--- src/design/wbps_pkg.sv ---
// shared types and constants for the wildcard byte pattern scanner
// depends on nothing; imported by every other file of the block

package wbps_pkg;

   // number of pattern byte slots held in the configuration registers
   localparam int PATTERN_SLOTS        = 16;
   localparam int MAX_PATTERN_DEFAULT  = 16;
   localparam int ADDRESS_BITS_DEFAULT = 32;

   localparam int CSR_INDEX_BITS = 3;
   localparam int CSR_DATA_BITS  = 64;
   localparam int LENGTH_BITS    = 5;
   localparam int WORD_BITS      = 32;

   // result queue depth; the input is held off unless two entries are free
   localparam int RSP_FIFO_DEPTH = 4;

   typedef enum logic [CSR_INDEX_BITS-1:0] {
      REG_PATTERN_LOW  = 3'd0,
      REG_PATTERN_HIGH = 3'd1,
      REG_CARE_MASK    = 3'd2,
      REG_PATTERN_LEN  = 3'd3,
      REG_BASE_ADDRESS = 3'd4
   } csr_index_type;

   localparam logic KIND_REPORT  = 1'b0;
   localparam logic KIND_SUMMARY = 1'b1;

   typedef logic [PATTERN_SLOTS-1:0][7:0] pattern_type;

   typedef struct packed {
      logic [7:0] data_byte;
      logic       last_byte;
   } req_payload_type;

   typedef struct packed {
      logic                 result_kind;
      logic [WORD_BITS-1:0] match_address;
      logic [WORD_BITS-1:0] match_count;
      logic [WORD_BITS-1:0] unique_address;
      logic                 end_of_run;
   } rsp_payload_type;

   // what the scan logic hands to the result queue in one cycle
   typedef struct packed {
      logic push_first;
      logic push_second;
   } push_ctl_type;

endpackage

--- src/design/wbps_chan_if.sv ---
// valid/ready channel carrying one payload beat
// depends on wbps_pkg for the payload types used by its instances

interface wbps_chan_if
   import wbps_pkg::*;
#(
   parameter type payload_type = req_payload_type
) ();
   logic        valid;
   logic        ready;
   payload_type data;

   modport source (output valid, output data, input ready);
   modport sink   (input valid, input data, output ready);
endinterface

--- src/design/wbps_cell.sv ---
// one cell of the byte window: compares the byte of one age and holds it for the next cell
// depends on wbps_pkg for the pattern type

module wbps_cell
   import wbps_pkg::*;
#(
   parameter int CELL_INDEX = 0
) (
   input  logic                   clock,
   input  logic                   reset,
   input  logic                   shift_en,
   input  logic                   clear_en,
   input  logic [7:0]             byte_in,
   input  pattern_type            pattern,
   input  logic [PATTERN_SLOTS-1:0] care_mask,
   input  logic [LENGTH_BITS-1:0] pattern_length,
   output logic [7:0]             byte_out,
   output logic                   hit
);

   logic [7:0]             window_byte_ff;
   logic [7:0]             window_byte_in;
   logic                   in_use;
   logic [LENGTH_BITS-1:0] slot_wide;
   logic [3:0]             slot;

   // this cell sees the byte of age CELL_INDEX, matched against slot len-1-age
   assign in_use    = LENGTH_BITS'(CELL_INDEX) < pattern_length;
   assign slot_wide = pattern_length - LENGTH_BITS'(1) - LENGTH_BITS'(CELL_INDEX);
   assign slot      = slot_wide[3:0];

   assign hit = !in_use || !care_mask[slot] || (byte_in == pattern[slot]);

   always_comb begin
      window_byte_in = window_byte_ff;
      if (clear_en) begin
         window_byte_in = '0;
      end else if (shift_en) begin
         window_byte_in = byte_in;
      end
   end

   always_ff @(posedge clock) begin
      if (reset) begin
         window_byte_ff <= '0;
      end else begin
         window_byte_ff <= window_byte_in;
      end
   end

   assign byte_out = window_byte_ff;

endmodule

--- src/design/wbps_rsp_fifo.sv ---
// small result queue taking up to two beats a cycle, giving one
// depends on wbps_pkg and wbps_chan_if

module wbps_rsp_fifo
   import wbps_pkg::*;
(
   input  logic             clock,
   input  logic             reset,
   input  push_ctl_type     push_ctl,
   input  rsp_payload_type  first_beat,
   input  rsp_payload_type  second_beat,
   output logic             room_for_two,
   wbps_chan_if.source      rsp_chan
);

   localparam int PTR_BITS   = $clog2(RSP_FIFO_DEPTH);
   localparam int COUNT_BITS = $clog2(RSP_FIFO_DEPTH + 1);

   rsp_payload_type [RSP_FIFO_DEPTH-1:0] entry_ff;
   logic [PTR_BITS-1:0]   wr_ptr_ff, wr_ptr_in;
   logic [PTR_BITS-1:0]   rd_ptr_ff, rd_ptr_in;
   logic [COUNT_BITS-1:0] count_ff, count_in;
   logic [PTR_BITS-1:0]   wr_next;
   logic                  pop;
   logic [1:0]            n_push;

   assign pop     = rsp_chan.valid && rsp_chan.ready;
   assign n_push  = {1'b0, push_ctl.push_first} + {1'b0, push_ctl.push_second};
   assign wr_next = wr_ptr_ff + PTR_BITS'(1);

   assign rsp_chan.valid = count_ff != '0;
   assign rsp_chan.data  = entry_ff[rd_ptr_ff];
   assign room_for_two   = count_ff <= COUNT_BITS'(RSP_FIFO_DEPTH - 2);

   always_comb begin
      wr_ptr_in = wr_ptr_ff + PTR_BITS'(n_push);
      rd_ptr_in = pop ? rd_ptr_ff + PTR_BITS'(1) : rd_ptr_ff;
      count_in  = count_ff + COUNT_BITS'(n_push) - COUNT_BITS'(pop);
   end

   always_ff @(posedge clock) begin
      if (reset) begin
         wr_ptr_ff <= '0;
         rd_ptr_ff <= '0;
         count_ff  <= '0;
      end else begin
         wr_ptr_ff <= wr_ptr_in;
         rd_ptr_ff <= rd_ptr_in;
         count_ff  <= count_in;
      end
   end

   // payload storage, no reset
   always_ff @(posedge clock) begin
      if (push_ctl.push_first) begin
         entry_ff[wr_ptr_ff] <= first_beat;
      end
      if (push_ctl.push_second) begin
         entry_ff[wr_next] <= second_beat;
      end
   end

endmodule

--- src/design/wildcard_byte_pattern_scanner_top.sv ---
// wildcard byte pattern scanner, top level
// a result beat enters the result queue as its byte is accepted, and is offered from there
// throughput: one byte per cycle; the byte window shifts and all cells compare
//   in that cycle; the input is held off while the result queue has fewer
//   than two free entries (a matching last byte gives two beats)
// reset: synchronous, clears configuration, window, run state and queue

module wildcard_byte_pattern_scanner_top
   import wbps_pkg::*;
#(
   parameter int MAX_PATTERN  = MAX_PATTERN_DEFAULT,
   parameter int ADDRESS_BITS = ADDRESS_BITS_DEFAULT
) (
   input  logic                      clock,
   input  logic                      reset,
   wbps_chan_if.sink                 req_chan,
   wbps_chan_if.source               rsp_chan,
   input  logic                      csr_write_enable,
   input  logic [CSR_INDEX_BITS-1:0] csr_index,
   input  logic [CSR_DATA_BITS-1:0]  csr_write_data
);

   localparam int FILL_BITS = $clog2(MAX_PATTERN + 1);
   localparam logic [WORD_BITS-1:0] ADDR_MASK =
      WORD_BITS'((64'd1 << ADDRESS_BITS) - 64'd1);

   // configuration registers
   logic [63:0]              pattern_low_ff;
   logic [63:0]              pattern_high_ff;
   logic [PATTERN_SLOTS-1:0] care_mask_ff;
   logic [LENGTH_BITS-1:0]   pattern_length_ff;
   logic [WORD_BITS-1:0]     base_address_ff;
   pattern_type              pattern;

   // run state
   logic [WORD_BITS-1:0] position_ff, position_in;
   logic [WORD_BITS-1:0] found_ff, found_in;
   logic [WORD_BITS-1:0] first_off_ff, first_off_in;
   logic [FILL_BITS-1:0] fill_ff, fill_in;

   logic                 accept;
   logic                 last;
   logic                 room_for_two;
   logic [7:0]           chain [MAX_PATTERN+1];
   logic [MAX_PATTERN-1:0] cell_hit;
   logic                 length_ok;
   logic                 match;
   logic [WORD_BITS-1:0] start_off;
   logic [WORD_BITS-1:0] first_addr;
   push_ctl_type         push_ctl;
   rsp_payload_type      report_beat, summary_beat;
   rsp_payload_type      first_beat, second_beat;

   assign pattern  = {pattern_high_ff, pattern_low_ff};
   assign accept   = req_chan.valid && req_chan.ready;
   assign last     = req_chan.data.last_byte;
   assign req_chan.ready = room_for_two;

   // configuration writes
   always_ff @(posedge clock) begin
      if (reset) begin
         pattern_low_ff    <= '0;
         pattern_high_ff   <= '0;
         care_mask_ff      <= '0;
         pattern_length_ff <= '0;
         base_address_ff   <= '0;
      end else if (csr_write_enable) begin
         unique case (csr_index_type'(csr_index))
            REG_PATTERN_LOW:  pattern_low_ff    <= csr_write_data;
            REG_PATTERN_HIGH: pattern_high_ff   <= csr_write_data;
            REG_CARE_MASK:    care_mask_ff      <= csr_write_data[PATTERN_SLOTS-1:0];
            REG_PATTERN_LEN:  pattern_length_ff <= csr_write_data[LENGTH_BITS-1:0];
            REG_BASE_ADDRESS: base_address_ff   <= csr_write_data[WORD_BITS-1:0];
            default: ;   // unknown index is ignored
         endcase
      end
   end

   // window as a chain of cells, newest byte enters cell 0; a clear care bit
   // acts as the "??" wildcard
   assign chain[0] = req_chan.data.data_byte;

   for (genvar a = 0; a < MAX_PATTERN; a++) begin : g_cell
      wbps_cell #(
         .CELL_INDEX (a)
      ) u_cell (
         .clock          (clock),
         .reset          (reset),
         .shift_en       (accept),
         .clear_en       (accept && last),
         .byte_in        (chain[a]),
         .pattern        (pattern),
         .care_mask      (care_mask_ff),
         .pattern_length (pattern_length_ff),
         .byte_out       (chain[a+1]),
         .hit            (cell_hit[a])
      );
   end

   // window fill counts the valid bytes, saturating at the window depth
   always_comb begin
      fill_in = (fill_ff < FILL_BITS'(MAX_PATTERN)) ? fill_ff + FILL_BITS'(1) : fill_ff;
   end

   assign length_ok = (pattern_length_ff != '0)
                   && ((LENGTH_BITS+1)'(pattern_length_ff) <= (LENGTH_BITS+1)'(MAX_PATTERN))
                   && ((LENGTH_BITS+1)'(fill_in) >= (LENGTH_BITS+1)'(pattern_length_ff));
   assign match     = length_ok && (&cell_hit);

   // start offset of a match ending at this byte
   assign start_off = position_ff - (WORD_BITS'(pattern_length_ff) - WORD_BITS'(1));

   always_comb begin
      found_in     = found_ff;
      first_off_in = first_off_ff;
      if (match) begin
         if (found_ff == '0) begin
            first_off_in = start_off;
         end
         if (found_ff != '1) begin
            found_in = found_ff + WORD_BITS'(1);
         end
      end
      position_in = position_ff + WORD_BITS'(1);
   end

   assign first_addr = (found_in != '0) ? ((base_address_ff + first_off_in) & ADDR_MASK) : '0;

   always_comb begin
      report_beat.result_kind    = KIND_REPORT;
      report_beat.match_address  = (base_address_ff + start_off) & ADDR_MASK;
      report_beat.match_count    = found_in;
      report_beat.unique_address = '0;
      report_beat.end_of_run     = !last;   // flagged on reports that are not last

      summary_beat.result_kind    = KIND_SUMMARY;
      summary_beat.match_address  = first_addr;
      summary_beat.match_count    = found_in;
      summary_beat.unique_address = (found_in == WORD_BITS'(1)) ? first_addr : '0;
      summary_beat.end_of_run     = 1'b1;
   end

   // a report comes before the summary when both follow from one byte
   always_comb begin
      push_ctl.push_first  = accept && (match || last);
      push_ctl.push_second = accept && match && last;
      first_beat           = match ? report_beat : summary_beat;
      second_beat          = summary_beat;
   end

   // run state, cleared after the last byte of a run
   always_ff @(posedge clock) begin
      if (reset) begin
         position_ff  <= '0;
         found_ff     <= '0;
         first_off_ff <= '0;
         fill_ff      <= '0;
      end else if (accept) begin
         if (last) begin
            position_ff  <= '0;
            found_ff     <= '0;
            first_off_ff <= '0;
            fill_ff      <= '0;
         end else begin
            position_ff  <= position_in;
            found_ff     <= found_in;
            first_off_ff <= first_off_in;
            fill_ff      <= fill_in;
         end
      end
   end

   wbps_rsp_fifo u_rsp_fifo (
      .clock        (clock),
      .reset        (reset),
      .push_ctl     (push_ctl),
      .first_beat   (first_beat),
      .second_beat  (second_beat),
      .room_for_two (room_for_two),
      .rsp_chan     (rsp_chan)
   );

endmodule

--- src/flat_wrapper.sv ---
// flat-port wrapper written by rule: the top's interface ports become plain ports
module wildcard_byte_pattern_scanner_top_flat import wbps_pkg::*;
#(
   parameter int MAX_PATTERN  = MAX_PATTERN_DEFAULT,
   parameter int ADDRESS_BITS = ADDRESS_BITS_DEFAULT
)
  (clock, reset, csr_write_enable, csr_index, csr_write_data, req_chan_valid, req_chan_data, req_chan_ready, rsp_chan_valid, rsp_chan_data, rsp_chan_ready);
  wbps_chan_if #(.payload_type(req_payload_type)) req_chan_i ();
  wbps_chan_if #(.payload_type(rsp_payload_type)) rsp_chan_i ();
  input  logic clock;
  input  logic reset;
  input  logic csr_write_enable;
  input  logic [CSR_INDEX_BITS-1:0] csr_index;
  input  logic [CSR_DATA_BITS-1:0] csr_write_data;
  input wire logic [$bits(req_chan_i.valid)-1:0] req_chan_valid;
  input wire logic [$bits(req_chan_i.data)-1:0] req_chan_data;
  output wire logic [$bits(req_chan_i.ready)-1:0] req_chan_ready;
  output wire logic [$bits(rsp_chan_i.valid)-1:0] rsp_chan_valid;
  output wire logic [$bits(rsp_chan_i.data)-1:0] rsp_chan_data;
  input wire logic [$bits(rsp_chan_i.ready)-1:0] rsp_chan_ready;
  assign req_chan_i.valid = req_chan_valid;
  assign req_chan_i.data = req_chan_data;
  assign req_chan_ready = req_chan_i.ready;
  assign rsp_chan_valid = rsp_chan_i.valid;
  assign rsp_chan_data = rsp_chan_i.data;
  assign rsp_chan_i.ready = rsp_chan_ready;
  wildcard_byte_pattern_scanner_top #(.MAX_PATTERN(MAX_PATTERN), .ADDRESS_BITS(ADDRESS_BITS)) u_core (.clock(clock), .reset(reset), .req_chan(req_chan_i), .rsp_chan(rsp_chan_i), .csr_write_enable(csr_write_enable), .csr_index(csr_index), .csr_write_data(csr_write_data));
endmodule
--- config.mk ---
export PLATFORM = sky130hd
export DESIGN_NAME = wildcard_byte_pattern_scanner_top_flat
export DESIGN_NICKNAME = d
export VERILOG_FILES = /design/src/design/wbps_pkg.sv /design/src/design/wbps_chan_if.sv /design/src/design/wbps_cell.sv /design/src/design/wbps_rsp_fifo.sv /design/src/design/wildcard_byte_pattern_scanner_top.sv /design/src/flat_wrapper.sv
export SDC_FILE = /design/constraint.sdc
export NUM_CORES = 2
export LEC_CHECK = 0
export ABC_AREA = 0
export BUFFER_PORTS_ARGS = -buffer_cell sky130_fd_sc_hd__buf_2
export CAP_MARGIN = 40
export CORE_MARGIN = 8
export CORE_UTILIZATION = 41
export CTS_CLUSTER_DIAMETER = 60
export CTS_CLUSTER_SIZE = 14
export DETAILED_ROUTE_END_ITERATION = 6
export PLACE_DENSITY = 0.67
export RECOVER_POWER = 100
export SYNTH_ARGS = -nofsm -noshare
export SYNTH_HDL_FRONTEND = slang
export SYNTH_HIERARCHICAL = 1
export SYNTH_SLANG_ARGS = --single-unit
--- constraint.sdc ---
create_clock -name clock -period 26.3 [get_ports clock]
set_input_delay 3.945 -clock clock [delete_from_list [all_inputs] [get_ports clock]]
set_output_delay 3.945 -clock clock [all_outputs]
set_load 0.005 [all_outputs]
Word-level counts from Yosys, hierarchy flattened
Cells that the tools add are included.
W data, S select, Z words.

storage, ports and cells
  bits in registers = 801
  input port bits = 81
  output and inout port bits = 100
  word-level logic and storage cells = 314

cells by class
  add/sub/neg operators = 29
  $lt $le $gt $ge = 41
  eq/ne operators = 22
  multiplexer cells = 86
  reductions and logical operators = 89

operator list
  cell                     count
  $bwmux W392              2
  $mux W392                2
  $bmux W8 S4              16
  $demux W98 S2            2
  $mux W98                 4
  $mux W32                 9
  $bmux W98 S2             1
  $eq A8 B8 Y1             16
  $mux W8                  16
  $lt A4 B5 Y1 const B     16
  $add A32 B1 Y32 const B  2
  $add A32 B32 Y32         2
  $bmux W1 S4              16
  $lt A4 B5 Y1 const A     8
  $logic_not A1 Y1         33
  $logic_or A1 B1 Y1       33
  $eq A32 B1 Y1 const B    1
  $logic_not A32 Y1        1
  $ne A32 B32 Y1 const B   1
  $reduce_bool A32 Y1      1
  $sub A32 B32 Y32         1
  $sub A4 B4 Y4 const B    8
  $lt A3 B5 Y1 const A     4
  $mux W1                  16
  29 further kinds         56

Longest topological paths before layout
  depth in word-level cells = 18
  gate-level depth with buffers = 42
  depth with buffers taken out = 32

Cells and area by module
The synthesis kept the hierarchy.

modules (own cells, without submodules)
  module                                 times used  cells each  area an instance (um2)  sequential area each (um2)
  wbps_rsp_fifo                          1           2304        18333.8                 7987.7
  wildcard_byte_pattern_scanner_top      1           2342        17536.8                 5645.4
  wbps_cell at u_core.g_cell[15].u_cell  1           163         1762.9                  160.2
  wbps_cell at u_core.g_cell[12].u_cell  1           154         1731.7                  160.2
  wbps_cell at u_core.g_cell[7].u_cell   1           160         1729.2                  160.2
  wbps_cell at u_core.g_cell[13].u_cell  1           134         1711.6                  160.2
  wbps_cell at u_core.g_cell[8].u_cell   1           141         1695.4                  160.2
  wbps_cell at u_core.g_cell[3].u_cell   1           128         1676.6                  160.2
  wbps_cell at u_core.g_cell[4].u_cell   1           136         1675.4                  160.2
  wbps_cell at u_core.g_cell[1].u_cell   1           118         1670.4                  160.2
  wbps_cell at u_core.g_cell[9].u_cell   1           136         1662.8                  160.2
  wbps_cell at u_core.g_cell[5].u_cell   1           116         1657.8                  160.2
  wbps_cell at u_core.g_cell[14].u_cell  1           129         1656.6                  160.2
  wbps_cell at u_core.g_cell[0].u_cell   1           129         1640.3                  160.2
  +4 rows                                --          --          --                      --

Worst setup path before layout
No wires, ideal clock.

  path type = in2reg
  from = input req_chan_data[2]
  to = register u_core/u_rsp_fifo/entry_ff[384] in the netlist's numbering
  setup time = 137 ps
  arrival time = 9451 ps
  required time = 26163 ps
  path slack = 16712 ps
  stages on the path = 28
  path buffers = 3
  cell sequence = xnor2_1 nand3_1 o31ai_2 nand4_1 nor4_2 o21ai_2 nor2_2 inv_1 clkbuf_1 or4_1 clkbuf_1 clkbuf_1 mux2_2 ha_1 o21a_1 o21ai_0 a311oi_1 a311oi_1 a21oi_1 a21o_1 a21o_1 a21oi_1 o21a_1 o21ai_0 xnor2_1 o22ai_1 nand2_1 a31oi_1

RTL lines
  item                             line                 text
  from (decl)                      flat_wrapper.sv:16   input wire logic [$bits(req_chan_i.data)-1:0] req_chan_data;
  to (signal, indexed assignment)  wbps_rsp_fifo.sv:56  entry_ff[wr_ptr_ff] <= first_beat;
  to (signal, indexed assignment)  wbps_rsp_fifo.sv:59  entry_ff[wr_next] <= second_beat;
  to (decl)                        wbps_rsp_fifo.sv:19  rsp_payload_type [RSP_FIFO_DEPTH-1:0] entry_ff;

==> impl_metrics.ini <==
[run_status]
outcome = finished with violations
failed_checks = DRC, capacitance limit, slew limit

[clock_tree]
clkLatencyLatePin_ns = 0.76
clock-root-buffer = clkbuf_16
cts_sinks = 801
clk_pin_slew_ns = 0.07
htreeDepth = 3
post_cts_buffers = 0
cts_hold_buf = 0
cts_tree = done
cts_resized = 0
cts_buffer_depth = 3
cts_buffers = 88

[timing]
fin_tns_setup_ns = 0
layout_setup_ws_ns = 8.51
setup_viol = 0
post-route-period-util = 0.676
rsz0062_at_grt = false
fin_worst_skew_ns = 0.122
worst_slew_pin_slew_ns = 6.88
fin_crit_ns = 17.79
hold_viol = 0
drv_slew = 941
relSlewSlack = -3.58
max_freq_ghz = 0.0562

[setup_path]
crit_arrival_ns = 18.32
end_kind = flip-flop
cp_max_fo = 53
required_ns = 26.83
startpoint_type = flip-flop
critPathKind = flip-flop to flip-flop

[final_layout]
area_growth_pct = 8.96
final_nets = 6941
drive_gt1_frac = 0.160

[placed_design]
dp_hpwl_um = 158000
place_ws_ns = 15.06
gp_congestion = 1.01
numPortBuffers = 180

[grt]
grt_overflow = 0
grt_pass1_vias = 54700
grt_pass1_wl_um = 356000
grt_max_degree = 197
antenna_found_initial = 24
grtUsageTotal = 0.280

[yosys]
synth.avg_cell_area_sq_um = 9.16
syn_area_sq_um = 62300
yosysWarningCount = 6
postSynthCellCount = 6794

[power_and_ir_drop]
peakVddDrop_mv = 0.0514
p_leak_nw = 25.9
power_density_nw_per_um2 = 55.7

[job]
drv_cap = 22

[routing]
route.detailed.drc = 22
first_pass_iters = 7
totalWireLength_um = 243000
routedWlPerCell_um = 27.4
viasPerCell = 6.62
ant_nets = 0
drtIter0Drc = 9106
vias = 58500

[floorplan]
die_h_um = 406
num_rows = 143
initial_core_util = 0.411
dieArea_sq_um = 165000
die_w_um = 406
core_area_sq_um = 151000
ioPinCount = 181

[hold_path]
hp-class = flip-flop to flip-flop
-- power breakdown --
group | switching [mW] | total [mW] | internal [mW]
clock network | 0.599 | 1.33 | 0.728
registers | 0.131 | 1.53 | 1.39
logic | 0.531 | 0.925 | 0.394
-- worst max-delay path, cell delays in order (launching register included) --
cell and delay, ns:
dfxtp_1 1.70, clkbuf_1 1.77, inv_1 0.74, ha_1 0.47, xnor2_1 1.32, clkbuf_1 1.23
mux4_1 0.69, mux2i_1 0.18, mux2i_1 0.22, nand3_1 0.08, and2_1 0.17, o31ai_1 0.25
nand4_1 0.33, nor4_1 1.27, o21ai_0 1.14, nor2_4 0.31, clkbuf_1 1.91, nor2_1 0.05
nor2_1 0.56, nand3b_1 0.75, clkbuf_1 0.79, clkbuf_1 0.89, buf_12 0.47, nand2_1 0.11
a31oi_1 0.08
-- placed cells by master, fill, tap and decap left out, types with 40 or more instances in the layout --
master / instances
mux4_2: 486
o21ai_0: 107
mux4_1: 145
clkbuf_1: 109
dfxtp_1: 797
buf_2: 102
a31oi_1: 415
a22oi_1: 69
mux2_2: 40
a21o_1: 52
a21oi_1: 303
xor2_1: 129
mux2i_1: 407
nand3_1: 204
xnor2_1: 218
nand2_1: 1322
nor2_1: 714
clkbuf_16: 88
ha_1: 125
buf_4: 145
inv_1: 87
nand4_1: 72
-- per-layer routing --
layer / wire length [um] / vias to the layer above / GRT usage
li1: - / 24900 / -
met1: 87700 / 28000 / 0.350
met2: 102000 / 4504 / 0.406
met3: 35700 / 1077 / 0.112
met4: 17500 / 13 / 0.166
met5: 241 / - / 0.00760
-- metrics by stage --
step                       util  hold slack [ns]  cell area, sq um  cells  total power [mW]
after floorplan               -            0.425             62300   6801              2.14
after global placement    0.424            0.437             64100   8615              2.41
after detailed placement  0.429            0.446             65000   8662              2.46
after CTS                 0.450            0.455             68000   8812              3.77
after global routing      0.448            0.480             67800   8821              3.92
final                     0.448            0.453             67800   8842              3.78
-- flip-flops by register name, indices dropped and copies added (netlist names) --
| signal | flops |
|---|---|
| u_core/base_address_ff | 32 |
| u_core/care_mask_ff | 16 |
| u_core/fill_ff | 5 |
| u_core/first_off_ff | 32 |
| u_core/found_ff | 32 |
| u_core/g_cell.u_cell/byte_out | 120 |
| u_core/pattern_high_ff | 64 |
| u_core/pattern_length_ff | 5 |
| u_core/pattern_low_ff | 64 |
| u_core/position_ff | 32 |
| u_core/u_rsp_fifo/count_ff | 3 |
| u_core/u_rsp_fifo/entry_ff | 392 |
| u_core/u_rsp_fifo/rd_ptr_ff | 2 |
| u_core/u_rsp_fifo/wr_ptr_ff | 2 |
-- area by class of cell --
cell class,count,area [sq um]
Sequential cell,801,16100
Clock inverter,48,785
Multi-Input combinational cell,5349,42900
Antenna cell,27,67.6
Tap cell,2030,2540
Inverter,93,353
Fill cell,14400,83500
Timing Repair Buffer,392,2840
Clock buffer,102,2290
-- final timing paths --
path	slack, ns	to	start	cells after the start
worst max register to register	8.51	u_core/u_rsp_fifo/entry_ff[115]	u_core/pattern_length_ff[0]	24
worst min register to register	0.45	u_core/pattern_low_ff[37]	u_core/pattern_low_ff[37]	2
worst max-delay path	8.51	u_core/u_rsp_fifo/entry_ff[115]	u_core/pattern_length_ff[0]	24
worst min-delay path	0.45	u_core/pattern_low_ff[37]	u_core/pattern_low_ff[37]	2
Note: power is estimated with default switching activity, not from simulation.
